==> config.mk <==
export PLATFORM = sky130hd
export DESIGN_NAME = lup_front
export DESIGN_NICKNAME = d
export VERILOG_FILES = /design/src/rtl/lup_pkg.sv /design/src/rtl/lup_front.sv
export SDC_FILE = /design/constraint.sdc
export NUM_CORES = 2
export LEC_CHECK = 0
export BUFFER_PORTS_ARGS = -buffer_cell sky130_fd_sc_hd__buf_2
export CORE_AREA = 10 10 358 360
export DETAILED_ROUTE_END_ITERATION = 7
export DIE_AREA = 0 0 368 370
export GPL_TIMING_DRIVEN = 0
export HOLD_SLACK_MARGIN = 0.08
export PLACE_DENSITY = 0.58
export SKIP_CTS_REPAIR_TIMING = 1
export SLEW_MARGIN = 20
export SYNTH_ARGS = -nofsm -noshare
export SYNTH_HDL_FRONTEND = slang
export SYNTH_SLANG_ARGS = --single-unit
==> constraint.sdc <==
create_clock -name clk -period 13.8 [get_ports clk]
set_input_delay 2.76 -clock clk [delete_from_list [all_inputs] [get_ports clk]]
set_output_delay 2.76 -clock clk [all_outputs]
set_load 0.05 [all_outputs]
==> src/rtl/lup_pkg.sv <==
// ----------------------------------------------------------------------------
// lup_pkg: shared definitions for the length-to-pixels converter
// Unit codes, divider select codes, scale factors, reciprocal constants for
// the constant divisions, and the structs passed between pipeline modules.
// ----------------------------------------------------------------------------
package lup_pkg;

  // Unit codes of the input item. Codes above UNIT_VH count as px.
  localparam logic [3:0] UNIT_PX  = 4'd0;
  localparam logic [3:0] UNIT_EM  = 4'd1;
  localparam logic [3:0] UNIT_REM = 4'd2;
  localparam logic [3:0] UNIT_EX  = 4'd3;
  localparam logic [3:0] UNIT_CH  = 4'd4;
  localparam logic [3:0] UNIT_PT  = 4'd5;
  localparam logic [3:0] UNIT_PC  = 4'd6;
  localparam logic [3:0] UNIT_IN  = 4'd7;
  localparam logic [3:0] UNIT_CM  = 4'd8;
  localparam logic [3:0] UNIT_MM  = 4'd9;
  localparam logic [3:0] UNIT_VW  = 4'd10;
  localparam logic [3:0] UNIT_VH  = 4'd11;

  // Configuration register indexes.
  localparam int unsigned CFG_IDX_W = 2;
  localparam logic [CFG_IDX_W-1:0] REG_VP_WIDTH  = 2'd0;
  localparam logic [CFG_IDX_W-1:0] REG_VP_HEIGHT = 2'd1;
  localparam logic [15:0] VP_WIDTH_RST  = 16'd1024;
  localparam logic [15:0] VP_HEIGHT_RST = 16'd768;

  // Divisor applied to the magnitude before scaling.
  localparam logic [1:0] DIV_NONE = 2'd0;
  localparam logic [1:0] DIV_3    = 2'd1;
  localparam logic [1:0] DIV_127  = 2'd2;
  localparam logic [1:0] DIV_VP   = 2'd3;

  localparam logic [31:0] DVS_3   = 32'd3;
  localparam logic [31:0] DVS_127 = 32'd127;
  localparam logic [31:0] DVS_VP  = 32'd100000;

  // Scale factors. cm and mm use 9600/254 = 4800/127 and 960/254 = 480/127.
  localparam logic [15:0] K_ONE = 16'd1;
  localparam logic [15:0] K_PT  = 16'd4;
  localparam logic [15:0] K_PC  = 16'd16;
  localparam logic [15:0] K_IN  = 16'd96;
  localparam logic [15:0] K_CM  = 16'd4800;
  localparam logic [15:0] K_MM  = 16'd480;

  // Reciprocals: q = (x * ceil(2^s / d)) >> s is exact for x below 2^N
  // when 2^(s-N) >= d.
  // Quotient of the 32-bit magnitude.
  localparam int Q_SH_3   = 34;
  localparam int Q_SH_127 = 39;
  localparam int Q_SH_VP  = 49;
  localparam logic [63:0] Q_MG_3   = ((64'd1 << Q_SH_3) + 64'd2) / 64'd3;
  localparam logic [63:0] Q_MG_127 = ((64'd1 << Q_SH_127) + 64'd126) / 64'd127;
  localparam logic [63:0] Q_MG_VP  = ((64'd1 << Q_SH_VP) + 64'd99999) / 64'd100000;

  // Quotient of the scaled remainder. For viewport units the remainder
  // product is first shifted by five, so the divisor is 3125.
  localparam int Y_SH_3   = 6;
  localparam int Y_SH_127 = 27;
  localparam int Y_SH_VP  = 40;
  localparam logic [63:0] Y_MG_3   = ((64'd1 << Y_SH_3) + 64'd2) / 64'd3;
  localparam logic [63:0] Y_MG_127 = ((64'd1 << Y_SH_127) + 64'd126) / 64'd127;
  localparam logic [63:0] Y_MG_VP  = ((64'd1 << Y_SH_VP) + 64'd3124) / 64'd3125;

  // Rounding from thousandths: (t >> 3) / 125.
  localparam int R_SH = 34;
  localparam logic [63:0] R_MG = ((64'd1 << R_SH) + 64'd124) / 64'd125;

  localparam logic [30:0] RND_HALF = 31'd500;
  localparam logic [30:0] RND_SAT  = 31'd1000000500;
  localparam logic [30:0] VP_SAT   = 31'd1000000;
  localparam logic [19:0] PX_LIMIT = 20'd1000000;

  // Pipeline depth of valid tracking: input, A, B, C, D, E stages.
  localparam int unsigned NSTG = 6;

  typedef struct packed {
    logic s0;
    logic sa;
    logic sb;
    logic sc;
    logic sd;
    logic se;
    logic so;
  } lup_en_t;

  typedef struct packed {
    logic [16:0] r;
    logic [29:0] kq;
    logic        ovf;
    logic [15:0] k;
    logic [1:0]  sel;
    logic        rnd;
    logic        neg;
  } lup_mid_t;

endpackage

==> src/rtl/lup_front.sv <==
// ----------------------------------------------------------------------------
// lup_front: input register, quotient stage and remainder/scale stage
// Splits the magnitude as q * d + r for the unit's divisor d and scales the
// quotient by the unit's factor.
// ----------------------------------------------------------------------------
module lup_front (
  input  logic               clk,
  input  lup_pkg::lup_en_t   en,
  input  logic signed [31:0] amount_milli,
  input  logic [3:0]         unit_code,
  input  logic [8:0]         font_px,
  input  logic [8:0]         root_font_px,
  input  logic [15:0]        vp_width,
  input  logic [15:0]        vp_height,
  output lup_pkg::lup_mid_t  mid
);

  logic [31:0] amt_r;
  logic [3:0]  unit_r;
  logic [8:0]  fs_r;
  logic [8:0]  rfs_r;

  logic [31:0] a_mag_r, a_mag_nxt;
  logic [31:0] a_q_r, a_q_nxt;
  logic [15:0] a_k_r, a_k_nxt;
  logic [1:0]  a_sel_r, a_sel_nxt;
  logic        a_rnd_r, a_rnd_nxt;
  logic        a_neg_r, a_neg_nxt;

  logic [7:0]  half_fs;
  logic [32:0] q_magic;
  logic [64:0] q_prod;

  logic [31:0]       qd;
  logic [31:0]       rem_full;
  logic [47:0]       kq;
  lup_pkg::lup_mid_t mid_r, mid_nxt;

  always_ff @(posedge clk) begin
    if (en.s0) begin
      amt_r  <= amount_milli;
      unit_r <= unit_code;
      fs_r   <= font_px;
      rfs_r  <= root_font_px;
    end
  end

  // Stage A: magnitude, unit decode and quotient by reciprocal.
  always_comb begin
    a_neg_nxt = amt_r[31];
    a_mag_nxt = amt_r[31] ? (~amt_r + 32'd1) : amt_r;
    half_fs   = (fs_r[8:1] == 8'd0) ? 8'd1 : fs_r[8:1];
    a_sel_nxt = lup_pkg::DIV_NONE;
    a_rnd_nxt = 1'b1;
    case (unit_r) inside
      lup_pkg::UNIT_EM:                  a_k_nxt = 16'(fs_r);
      lup_pkg::UNIT_REM:                 a_k_nxt = 16'(rfs_r);
      lup_pkg::UNIT_EX, lup_pkg::UNIT_CH: a_k_nxt = 16'(half_fs);
      lup_pkg::UNIT_PT: begin
        a_k_nxt   = lup_pkg::K_PT;
        a_sel_nxt = lup_pkg::DIV_3;
      end
      lup_pkg::UNIT_PC:                  a_k_nxt = lup_pkg::K_PC;
      lup_pkg::UNIT_IN:                  a_k_nxt = lup_pkg::K_IN;
      lup_pkg::UNIT_CM: begin
        a_k_nxt   = lup_pkg::K_CM;
        a_sel_nxt = lup_pkg::DIV_127;
      end
      lup_pkg::UNIT_MM: begin
        a_k_nxt   = lup_pkg::K_MM;
        a_sel_nxt = lup_pkg::DIV_127;
      end
      lup_pkg::UNIT_VW: begin
        a_k_nxt   = vp_width;
        a_sel_nxt = lup_pkg::DIV_VP;
        a_rnd_nxt = 1'b0;
      end
      lup_pkg::UNIT_VH: begin
        a_k_nxt   = vp_height;
        a_sel_nxt = lup_pkg::DIV_VP;
        a_rnd_nxt = 1'b0;
      end
      default:                           a_k_nxt = lup_pkg::K_ONE;
    endcase

    case (a_sel_nxt)
      lup_pkg::DIV_3:   q_magic = lup_pkg::Q_MG_3[32:0];
      lup_pkg::DIV_127: q_magic = lup_pkg::Q_MG_127[32:0];
      lup_pkg::DIV_VP:  q_magic = lup_pkg::Q_MG_VP[32:0];
      default:          q_magic = 33'd0;
    endcase
    q_prod = 65'(a_mag_nxt) * 65'(q_magic);

    case (a_sel_nxt)
      lup_pkg::DIV_3:   a_q_nxt = 32'(q_prod >> lup_pkg::Q_SH_3);
      lup_pkg::DIV_127: a_q_nxt = 32'(q_prod >> lup_pkg::Q_SH_127);
      lup_pkg::DIV_VP:  a_q_nxt = 32'(q_prod >> lup_pkg::Q_SH_VP);
      default:          a_q_nxt = a_mag_nxt;
    endcase
  end

  always_ff @(posedge clk) begin
    if (en.sa) begin
      a_mag_r <= a_mag_nxt;
      a_q_r   <= a_q_nxt;
      a_k_r   <= a_k_nxt;
      a_sel_r <= a_sel_nxt;
      a_rnd_r <= a_rnd_nxt;
      a_neg_r <= a_neg_nxt;
    end
  end

  // Stage B: remainder and scaled quotient. Anything at or above 2^30 in
  // the scaled quotient saturates every unit.
  always_comb begin
    case (a_sel_r)
      lup_pkg::DIV_3:   qd = a_q_r * lup_pkg::DVS_3;
      lup_pkg::DIV_127: qd = a_q_r * lup_pkg::DVS_127;
      lup_pkg::DIV_VP:  qd = a_q_r * lup_pkg::DVS_VP;
      default:          qd = a_mag_r;
    endcase
    rem_full    = a_mag_r - qd;
    kq          = 48'(a_k_r) * 48'(a_q_r);
    mid_nxt.r   = rem_full[16:0];
    mid_nxt.kq  = kq[29:0];
    mid_nxt.ovf = |kq[47:30];
    mid_nxt.k   = a_k_r;
    mid_nxt.sel = a_sel_r;
    mid_nxt.rnd = a_rnd_r;
    mid_nxt.neg = a_neg_r;
  end

  always_ff @(posedge clk) begin
    if (en.sb) begin
      mid_r <= mid_nxt;
    end
  end

  assign mid = mid_r;

endmodule

==> reports/metrics.yaml <==
cts_tree: "yes"
dieArea_sq_um: 136000
maxCapViolCount: 0
hold_violations: 0
nets: 7557
synth_top_cell_by_area: "fa_1"
track_usage_pct: 26.7
r2r_start: "unit_r[1]"
hpwlAfterDp_um: 156000
dr.pass1.iters: 8
rsz0062_at_grt: "no"
synth_warnings: 0
ys_types: 98
crit_top_cell: "fa_1"
layout_common_cells: "inv_1, fa_1, ha_1"
fin_crit_ns: 13.42
drive_gt1_share_pct: 4.82
yosys-top-cells-area: "fa_1, ha_1, edfxtp_1"
gp_congestion: 1.03
final.setup.tns_ns: 0
core_area_sq_um: 121000
cts_made_buffers: 17
vias_per_cell: 5.27
min_path_type: "reg -> reg"
setup_viol: 0
worstHoldStart: "a_rnd_r"
seq_area_frac_synth_pct: 10.6
max_stage_delay_ns: 0.86
place_ws_ns: 0.647
post-route-drc-count: 17
fp.dieH_um: 370
clk_latency_ns: 0.57
antenna_found_initial: 5
clk_pin_slew_ns: 0.08
routedWlPerCell_um: 24.4
fin_util_pct: 47.8
clockBufferDepth: 2
syn_to_final_growth_pct: 6.78
grt-ovfl-total: 0
wl_um: 179000
crit_path_start: "unit_r[1]"
cp.arrival_ns: 13.70
path_delay_family: "adder cells"
worst_pin_slew_ns: 1.24
drv_slew: 0
num_vias: 38700
crit_slowest_cell: "clkbuf_1"
io_pins: 162
start_util_pct: 44.8
port_buffers: 157
dominantRegCellSynth: "edfxtp_1"
grt_pass1_wl_um: 269000
clock_skew_ns: 0.0277
startpoint_type: "register"
netlist_area_sq_um: 54200
grt_start_max_net_pins: 56
cts_sinks: 191
grt_pass1_vias: 42100
clockRootBuffer: "clkbuf_16"
core.rowCount: 128
status: "finished, violations left"
relSlewSlack_pct: 17.2
setup_ws_ns: 0.380
synth_edf_count: 191
final_common_cell: "inv_1"
violations: "DRC"
cp_num_buf_inv: 8
syn-num-nets: 7373
ctsHtreeMaxLevel: 4
die_width_um: 368
drtIter0Drc: 2903
netlist_instances: 5509
synth_top_area_share_pct: 43.5
fmax_mhz: 74.5
fillers: 11700
antenna_left: 0
async_reset_ff_share_pct: 0
worstPathRequired_ns: 14.08
path_class: "reg -> reg"
ys_ff_latch: 191
avgSynthCellArea_sq_um: 9.84
cp-end-kind: "register"
critPathMaxFanout: 13
fin_crit_sh_pct: 97.2
## flip-flops by register name, indices dropped and copies added, names as in the netlist
name     flops
a_k_r       16
a_rnd_r      1
amt_r       32
a_sel_r      2
a_q_r       32
a_neg_r      1
rfs_r        9
unit_r       4
mid         68
fs_r         9
a_mag_r     17
## per-stage QoR
step           area (sq um)  std cells  hold WS, ns
2_1_floorplan         54200       5509        0.400
3_3_place_gp          57000       7291        0.403
3_5_place_dp          57200       7299        0.406
4_1_cts               57800       7331        0.426
5_1_grt               57800       7331        0.436
6_report              57900       7336        0.424
## layer usage
metal  part of all wire (%)  routed length, um  GRT usage (%)  vias to the layer above
li1                       -                  -              -                    17200
met1                     41              73400           34.3                    19800
met2                     47              84300           44.1                     1411
met3                    7.6              13500           5.58                      313
met4                    4.3               7780           10.4                        6
met5                  0.023                 42              0                        -
## worst paths after layout
path | end | depth (start not counted) | slack (ns)
max | a_q_r[0] | 32 | 0.38
min | mid[1] | 0 | 0.42
max reg2reg | a_q_r[0] | 32 | 0.38
min reg2reg | mid[1] | 0 | 0.42
## synth_stat cells (all sizes together), types with 20 or more instances
library cell	count
o21bai	21
inv	1506
ha	594
and2	375
fa	1176
nor2	147
nand2	438
a21oi	163
nor3	25
nand2b	24
o21ai	101
nand3	38
nand4	20
xnor2	91
a21o	63
edfxtp	191
clkbuf	144
xor2	70
## final cells by class
type / count / area (sq um) / share of cell area, %
antenna: 5 / 12.5 / 0.0216
buffer: 157 / 632 / 1.09
clock buffer: 18 / 429 / 0.742
clock inverter: 14 / 193 / 0.333
inverter: 1506 / 5650 / 9.77
multi-input combinational: 3655 / 42200 / 73.0
sequential: 191 / 5740 / 9.91
tap: 1625 / 2030 / 3.51
timing repair buffer: 165 / 928 / 1.60
## cells by family (layout without fill, tap and decap cells)
group           after synthesis  in the layout  share of synthesized area [%]
xor+xnor                    161            161                           2.62
buf+inv                    1663           1860                           11.6
flops                       191            191                           10.6
simple gates               1153           1153                           10.6
other cells                   0              5                              0
compound gates              543            543                           6.69
fa+ha+maj                  1770           1770                           57.2
mux                          28             28                          0.757
Power is not shown: default switching activity piles up to over one toggle a cycle in this logic, so the estimate is an artifact.
