<file path="config.mk">
export PLATFORM = sky130hd
export DESIGN_NAME = lup_back
export DESIGN_NICKNAME = d
export VERILOG_FILES = /design/src/rtl/lup_pkg.sv /design/src/rtl/lup_back.sv
export SDC_FILE = /design/constraint.sdc
export NUM_CORES = 2
export LEC_CHECK = 0
export ABC_AREA = 0
export BUFFER_PORTS_ARGS = -buffer_cell sky130_fd_sc_hd__buf_4
export CAP_MARGIN = 20
export CORE_AREA = 2 2 319 289
export DETAILED_ROUTE_END_ITERATION = 6
export DIE_AREA = 0 0 321 291
export PLACE_DENSITY = 0.7
export SLEW_MARGIN = 15
export SYNTH_ARGS = -nofsm -noshare
export SYNTH_HDL_FRONTEND = slang
export SYNTH_SLANG_ARGS = --single-unit
</file>
<file path="constraint.sdc">
create_clock -name clk -period 11.1 [get_ports clk]
set_input_delay 1.665 -clock clk [delete_from_list [all_inputs] [get_ports clk]]
set_output_delay 1.665 -clock clk [all_outputs]
set_load 0.01 [all_outputs]
</file>
<file path="src/rtl/lup_pkg.sv">
// ----------------------------------------------------------------------------
// lup_pkg: shared definitions for the length-to-pixels converter
// Unit codes, divider select codes, scale factors, reciprocal constants for
// the constant divisions, and the structs passed between pipeline modules.
// ----------------------------------------------------------------------------
package lup_pkg;

  // Unit codes of the input item. Codes above UNIT_VH count as px.
  localparam logic [3:0] UNIT_PX  = 4'd0;
  localparam logic [3:0] UNIT_EM  = 4'd1;
  localparam logic [3:0] UNIT_REM = 4'd2;
  localparam logic [3:0] UNIT_EX  = 4'd3;
  localparam logic [3:0] UNIT_CH  = 4'd4;
  localparam logic [3:0] UNIT_PT  = 4'd5;
  localparam logic [3:0] UNIT_PC  = 4'd6;
  localparam logic [3:0] UNIT_IN  = 4'd7;
  localparam logic [3:0] UNIT_CM  = 4'd8;
  localparam logic [3:0] UNIT_MM  = 4'd9;
  localparam logic [3:0] UNIT_VW  = 4'd10;
  localparam logic [3:0] UNIT_VH  = 4'd11;

  // Configuration register indexes.
  localparam int unsigned CFG_IDX_W = 2;
  localparam logic [CFG_IDX_W-1:0] REG_VP_WIDTH  = 2'd0;
  localparam logic [CFG_IDX_W-1:0] REG_VP_HEIGHT = 2'd1;
  localparam logic [15:0] VP_WIDTH_RST  = 16'd1024;
  localparam logic [15:0] VP_HEIGHT_RST = 16'd768;

  // Divisor applied to the magnitude before scaling.
  localparam logic [1:0] DIV_NONE = 2'd0;
  localparam logic [1:0] DIV_3    = 2'd1;
  localparam logic [1:0] DIV_127  = 2'd2;
  localparam logic [1:0] DIV_VP   = 2'd3;

  localparam logic [31:0] DVS_3   = 32'd3;
  localparam logic [31:0] DVS_127 = 32'd127;
  localparam logic [31:0] DVS_VP  = 32'd100000;

  // Scale factors. cm and mm use 9600/254 = 4800/127 and 960/254 = 480/127.
  localparam logic [15:0] K_ONE = 16'd1;
  localparam logic [15:0] K_PT  = 16'd4;
  localparam logic [15:0] K_PC  = 16'd16;
  localparam logic [15:0] K_IN  = 16'd96;
  localparam logic [15:0] K_CM  = 16'd4800;
  localparam logic [15:0] K_MM  = 16'd480;

  // Reciprocals: q = (x * ceil(2^s / d)) >> s is exact for x below 2^N
  // when 2^(s-N) >= d.
  // Quotient of the 32-bit magnitude.
  localparam int Q_SH_3   = 34;
  localparam int Q_SH_127 = 39;
  localparam int Q_SH_VP  = 49;
  localparam logic [63:0] Q_MG_3   = ((64'd1 << Q_SH_3) + 64'd2) / 64'd3;
  localparam logic [63:0] Q_MG_127 = ((64'd1 << Q_SH_127) + 64'd126) / 64'd127;
  localparam logic [63:0] Q_MG_VP  = ((64'd1 << Q_SH_VP) + 64'd99999) / 64'd100000;

  // Quotient of the scaled remainder. For viewport units the remainder
  // product is first shifted by five, so the divisor is 3125.
  localparam int Y_SH_3   = 6;
  localparam int Y_SH_127 = 27;
  localparam int Y_SH_VP  = 40;
  localparam logic [63:0] Y_MG_3   = ((64'd1 << Y_SH_3) + 64'd2) / 64'd3;
  localparam logic [63:0] Y_MG_127 = ((64'd1 << Y_SH_127) + 64'd126) / 64'd127;
  localparam logic [63:0] Y_MG_VP  = ((64'd1 << Y_SH_VP) + 64'd3124) / 64'd3125;

  // Rounding from thousandths: (t >> 3) / 125.
  localparam int R_SH = 34;
  localparam logic [63:0] R_MG = ((64'd1 << R_SH) + 64'd124) / 64'd125;

  localparam logic [30:0] RND_HALF = 31'd500;
  localparam logic [30:0] RND_SAT  = 31'd1000000500;
  localparam logic [30:0] VP_SAT   = 31'd1000000;
  localparam logic [19:0] PX_LIMIT = 20'd1000000;

  // Pipeline depth of valid tracking: input, A, B, C, D, E stages.
  localparam int unsigned NSTG = 6;

  typedef struct packed {
    logic s0;
    logic sa;
    logic sb;
    logic sc;
    logic sd;
    logic se;
    logic so;
  } lup_en_t;

  typedef struct packed {
    logic [16:0] r;
    logic [29:0] kq;
    logic        ovf;
    logic [15:0] k;
    logic [1:0]  sel;
    logic        rnd;
    logic        neg;
  } lup_mid_t;

endpackage

</file>
<file path="src/rtl/lup_back.sv">
// ----------------------------------------------------------------------------
// lup_back: remainder scaling, combine, rounding and saturation stages
// Adds the scaled remainder quotient to the scaled quotient, rounds from
// thousandths where the unit calls for it and applies sign and limits.
// ----------------------------------------------------------------------------
module lup_back (
  input  logic               clk,
  input  lup_pkg::lup_en_t   en,
  input  lup_pkg::lup_mid_t  mid,
  output logic signed [20:0] pixels
);

  logic [32:0] c_y_r, c_y_nxt;
  logic [29:0] c_kq_r;
  logic        c_ovf_r;
  logic [1:0]  c_sel_r;
  logic        c_rnd_r;
  logic        c_neg_r;

  logic [27:0] y_num;
  logic [28:0] y_magic;
  logic [56:0] y_prod;
  logic [15:0] d_ydiv_r, d_ydiv_nxt;
  logic [29:0] d_kq_r;
  logic        d_ovf_r;
  logic        d_rnd_r;
  logic        d_neg_r;

  logic [30:0] sum;
  logic [30:0] e_val_r, e_val_nxt;
  logic        e_sat_r, e_sat_nxt;
  logic        e_rnd_r;
  logic        e_neg_r;

  logic [54:0]        r_prod;
  logic [19:0]        res_mag;
  logic signed [20:0] pix_r, pix_nxt;

  // Stage C: scale the remainder.
  assign c_y_nxt = 33'(mid.k) * 33'(mid.r);

  always_ff @(posedge clk) begin
    if (en.sc) begin
      c_y_r   <= c_y_nxt;
      c_kq_r  <= mid.kq;
      c_ovf_r <= mid.ovf;
      c_sel_r <= mid.sel;
      c_rnd_r <= mid.rnd;
      c_neg_r <= mid.neg;
    end
  end

  // Stage D: divide the scaled remainder by the same divisor.
  always_comb begin
    case (c_sel_r)
      lup_pkg::DIV_3: begin
        y_num   = 28'(c_y_r[3:0]);
        y_magic = lup_pkg::Y_MG_3[28:0];
      end
      lup_pkg::DIV_127: begin
        y_num   = 28'(c_y_r[19:0]);
        y_magic = lup_pkg::Y_MG_127[28:0];
      end
      lup_pkg::DIV_VP: begin
        y_num   = c_y_r[32:5];
        y_magic = lup_pkg::Y_MG_VP[28:0];
      end
      default: begin
        y_num   = 28'd0;
        y_magic = 29'd0;
      end
    endcase
    y_prod = 57'(y_num) * 57'(y_magic);
    case (c_sel_r)
      lup_pkg::DIV_3:   d_ydiv_nxt = 16'(y_prod >> lup_pkg::Y_SH_3);
      lup_pkg::DIV_127: d_ydiv_nxt = 16'(y_prod >> lup_pkg::Y_SH_127);
      lup_pkg::DIV_VP:  d_ydiv_nxt = 16'(y_prod >> lup_pkg::Y_SH_VP);
      default:          d_ydiv_nxt = 16'd0;
    endcase
  end

  always_ff @(posedge clk) begin
    if (en.sd) begin
      d_ydiv_r <= d_ydiv_nxt;
      d_kq_r   <= c_kq_r;
      d_ovf_r  <= c_ovf_r;
      d_rnd_r  <= c_rnd_r;
      d_neg_r  <= c_neg_r;
    end
  end

  // Stage E: combine, add the rounding half when rounding, find saturation.
  always_comb begin
    sum = 31'(d_kq_r) + 31'(d_ydiv_r);
    if (d_rnd_r) begin
      e_val_nxt = sum + lup_pkg::RND_HALF;
      e_sat_nxt = d_ovf_r || (sum >= lup_pkg::RND_SAT);
    end else begin
      e_val_nxt = sum;
      e_sat_nxt = d_ovf_r || (sum > lup_pkg::VP_SAT);
    end
  end

  always_ff @(posedge clk) begin
    if (en.se) begin
      e_val_r <= e_val_nxt;
      e_sat_r <= e_sat_nxt;
      e_rnd_r <= d_rnd_r;
      e_neg_r <= d_neg_r;
    end
  end

  // Output stage: rounded units divide by 1000 via >> 3 and reciprocal of 125.
  always_comb begin
    r_prod = 55'(e_val_r[29:3]) * 55'(lup_pkg::R_MG[27:0]);
    if (e_sat_r) begin
      res_mag = lup_pkg::PX_LIMIT;
    end else if (e_rnd_r) begin
      res_mag = 20'(r_prod >> lup_pkg::R_SH);
    end else begin
      res_mag = e_val_r[19:0];
    end
    pix_nxt = e_neg_r ? -$signed({1'b0, res_mag}) : $signed({1'b0, res_mag});
  end

  always_ff @(posedge clk) begin
    if (en.so) begin
      pix_r <= pix_nxt;
    end
  end

  assign pixels = pix_r;

endmodule

</file>
==> impl_metrics.yaml <==
run_status:
  status: "completed"
sta:
  finClkSkew_ns: 0.0351
  maxSlewViolCount: 0
  whs_ns: 0.411
  worst_pin_slew_ns: 0.994
  tns_ns: 0
  setup_viol: 0
  fin_crit_ns: 9.29
  max_freq_mhz: 108
  max_slew_margin_pct: 33.6
  min_period_over_period_pct: 83.7
  hold_viol: 0
  grt_setup_unrepaired: "false"
grt:
  antenna_found_initial: 1
  grt_start_max_net_pins: 50
  grt_pass1_wl_um: 174000
  grt_pass1_vias: 32200
  grt_overflow_total: 0
  track_usage_pct: 24.2
floorplanning:
  die-height_um: 291
  rows: 105
  core_area_sq_um: 90400
  start_util_pct: 49.4
  die_w_um: 321
  pin_count: 97
  dieArea_sq_um: 93400
drt:
  wl_per_cell_um: 18.7
  first_pass_iters: 6
  drtIter0Drc: 1761
  ant_nets: 0
  vias: 30200
  route.detailed.drc: 0
  routed_via_density: 5.21
  routed_wl_um: 108000
yosys:
  yosysWarnings: 0
  ys_seq_area_share_pct: 11.5
  yosysTopAreaCell: "fa_1"
  yosys-top-cells-area: "fa_1 (38%), ha_1 (21%), edfxtp_1 (11%), inv_1 (11%), nand2_1 (2.6%)"
  synth_edf_count: 171
  synth_cells: 4501
  synth_ff_type: "edfxtp_1"
  netlist_area_sq_um: 44700
  synth-seq-cells: 171
  avgSynthCellArea_sq_um: 9.93
  synth.distinct_cells: 85
  postSynth.asyncResetShare_pct: 0
  synthDominantCellAreaShare_pct: 37.9
worst_setup_path:
  slowest_delay_ns: 0.57
  cpMostUsedCell: "fa_1"
  endpoint_kind: "register"
  startpoint_type: "register"
  crit_fanout: 28
  cp.arrival_ns: 9.52
  cp.required_ns: 11.33
  worst_path_max_delay_cell: "nor2b_2"
  criticalPathCategory: "register to register"
clocking:
  cts_resized: 0
  clk_latency_ns: 0.50
  cts.reportedPaths.clkPinSlew_ns: 0.08
  clock-root-buffer: "clkbuf_16"
  numCtsBuffers: 17
  cts_tree: "built"
  h-tree-depth: 4
  cts_sinks: 171
  cts_setup_buffers: 0
  clock_path_buffers: 2
  postCtsHoldBufs: 0
placement:
  dpl_cell_area_sq_um: 46800
  post-dp-hpwl_um: 94900
  io_buffers: 93
  place_congestion: 0.972
run:
  maxCapViolations: 0
cells_and_area:
  final_nets: 6283
  syn2layout_area_growth_pct: 6.21
  antennaDiodeCount: 0
  final_area_sq_um: 47500
  drive_above_1_share_pct: 4.03
min_path:
  hold_class: "register to register"
-- layout by cell type (no fill, tap or decap), types with 23 or more instances in the layout --
| master | netlist | final |
|---|---|---|
| a21oi_1 | 128 | 128 |
| nand4_1 | 23 | 23 |
| ha_1 | 759 | 759 |
| nand2_1 | 310 | 310 |
| o21ai_0 | 88 | 88 |
| a21o_1 | 65 | 65 |
| and2_1 | 118 | 118 |
| and3_1 | 29 | 29 |
| inv_1 | 1279 | 1279 |
| xnor2_1 | 88 | 88 |
| nand3_1 | 37 | 37 |
| conb_1 | 2 | 76 |
| edfxtp_1 | 171 | 171 |
| fa_1 | 845 | 845 |
| or2_2 | 25 | 25 |
| nor2_1 | 98 | 98 |
| xor2_1 | 54 | 54 |
| buf_4 | 0 | 103 |
-- cells in the mapped netlist, types with 6 or more instances --
cell type / count
a211oi_1: 12
a21o_1: 65
a21oi_1: 128
a22oi_1: 11
a31o_2: 6
a31oi_1: 15
and2_1: 118
and3_1: 29
clkbuf_1: 85
edfxtp_1: 171
fa_1: 845
ha_1: 759
inv_1: 1279
nand2_1: 310
nand2b_1: 21
nand3_1: 37
nand3b_1: 6
nand4_1: 23
nor2_1: 98
nor2b_1: 17
nor3_1: 18
nor4_1: 11
o211a_1: 6
o211ai_1: 10
o21a_1: 21
o21ai_0: 88
o21bai_1: 7
o31ai_1: 11
or2_2: 25
or3_1: 10
xnor2_1: 88
xor2_1: 54
-- cell type report --
type,count,area (sq um)
flip-flops and latches,171,5130
inverters,1279,4800
multi-input cells,3031,34700
well taps,1177,1470
fillers,8169,42900
repair buffers,103,773
clock buffers,17,425
clock inverters,14,183
-- worst max-delay path: cells and delay by family (launching register included) --
kind / cells / cell delay, ns
and+or+nand+nor: 3 / 0.89
AOI/OAI and AO/OA: 13 / 3.12
DFF: 1 / 0.52
adders and majority gates: 8 / 3.53
buffers and inverters: 6 / 0.93
-- layer usage --
metal / global-route usage, % / share of wire, % / vias up
met3: 4.04 / 6.2 / 141
li1: - / - / 14100
met2: 40.8 / 48 / 798
met1: 32.3 / 43 / 15100
met4: 6.49 / 2.7 / 0
met5: 0 / 0 / -
-- path summary, 6_finish.rpt --
path	start	to	slack, ns	depth (start not counted)
max	c_sel_r[1]$_DFFE_PP_	d_ydiv_r[9]$_DFFE_PP_	1.81	30
min	c_kq_r[7]$_DFFE_PP_	d_kq_r[7]$_DFFE_PP_	0.41	0
max reg2reg	c_sel_r[1]$_DFFE_PP_	d_ydiv_r[9]$_DFFE_PP_	1.81	30
min reg2reg	c_kq_r[7]$_DFFE_PP_	d_kq_r[7]$_DFFE_PP_	0.41	0
-- flip-flops by register name, summed over array words and instances (netlist names), 2 cells and up --
name and count:
pixels 21, d_ydiv_r 16, c_y_r 33, e_val_r 30, d_kq_r 30, c_sel_r 2
c_kq_r 30
-- stage by stage --
step,instances,setup slack [ns],utilization (%)
after CTS,5792,1.98,52.5
after floorplan,4575,3.02,-
after global placement,5761,2.09,51.8
after global routing,5792,1.44,52.5
after detailed placement,5761,2.01,51.8
final,5792,1.81,52.5
-- cells by family after synthesis --
| kind of cell | share of synthesized area [%] |
|---|---|
| adder cells (fa/ha/maj) | 59.1 |
| XOR/XNOR | 2.78 |
| multiplexers | 0.0728 |
| AND/OR/NAND/NOR | 8.48 |
| flip-flops | 11.5 |
| buffers and inverters | 11.5 |
| AO/OA/AOI/OAI | 6.47 |
| other | 0.0168 |
Power is not shown: default switching activity piles up to over one toggle a cycle in this logic, so the estimate is an artifact.
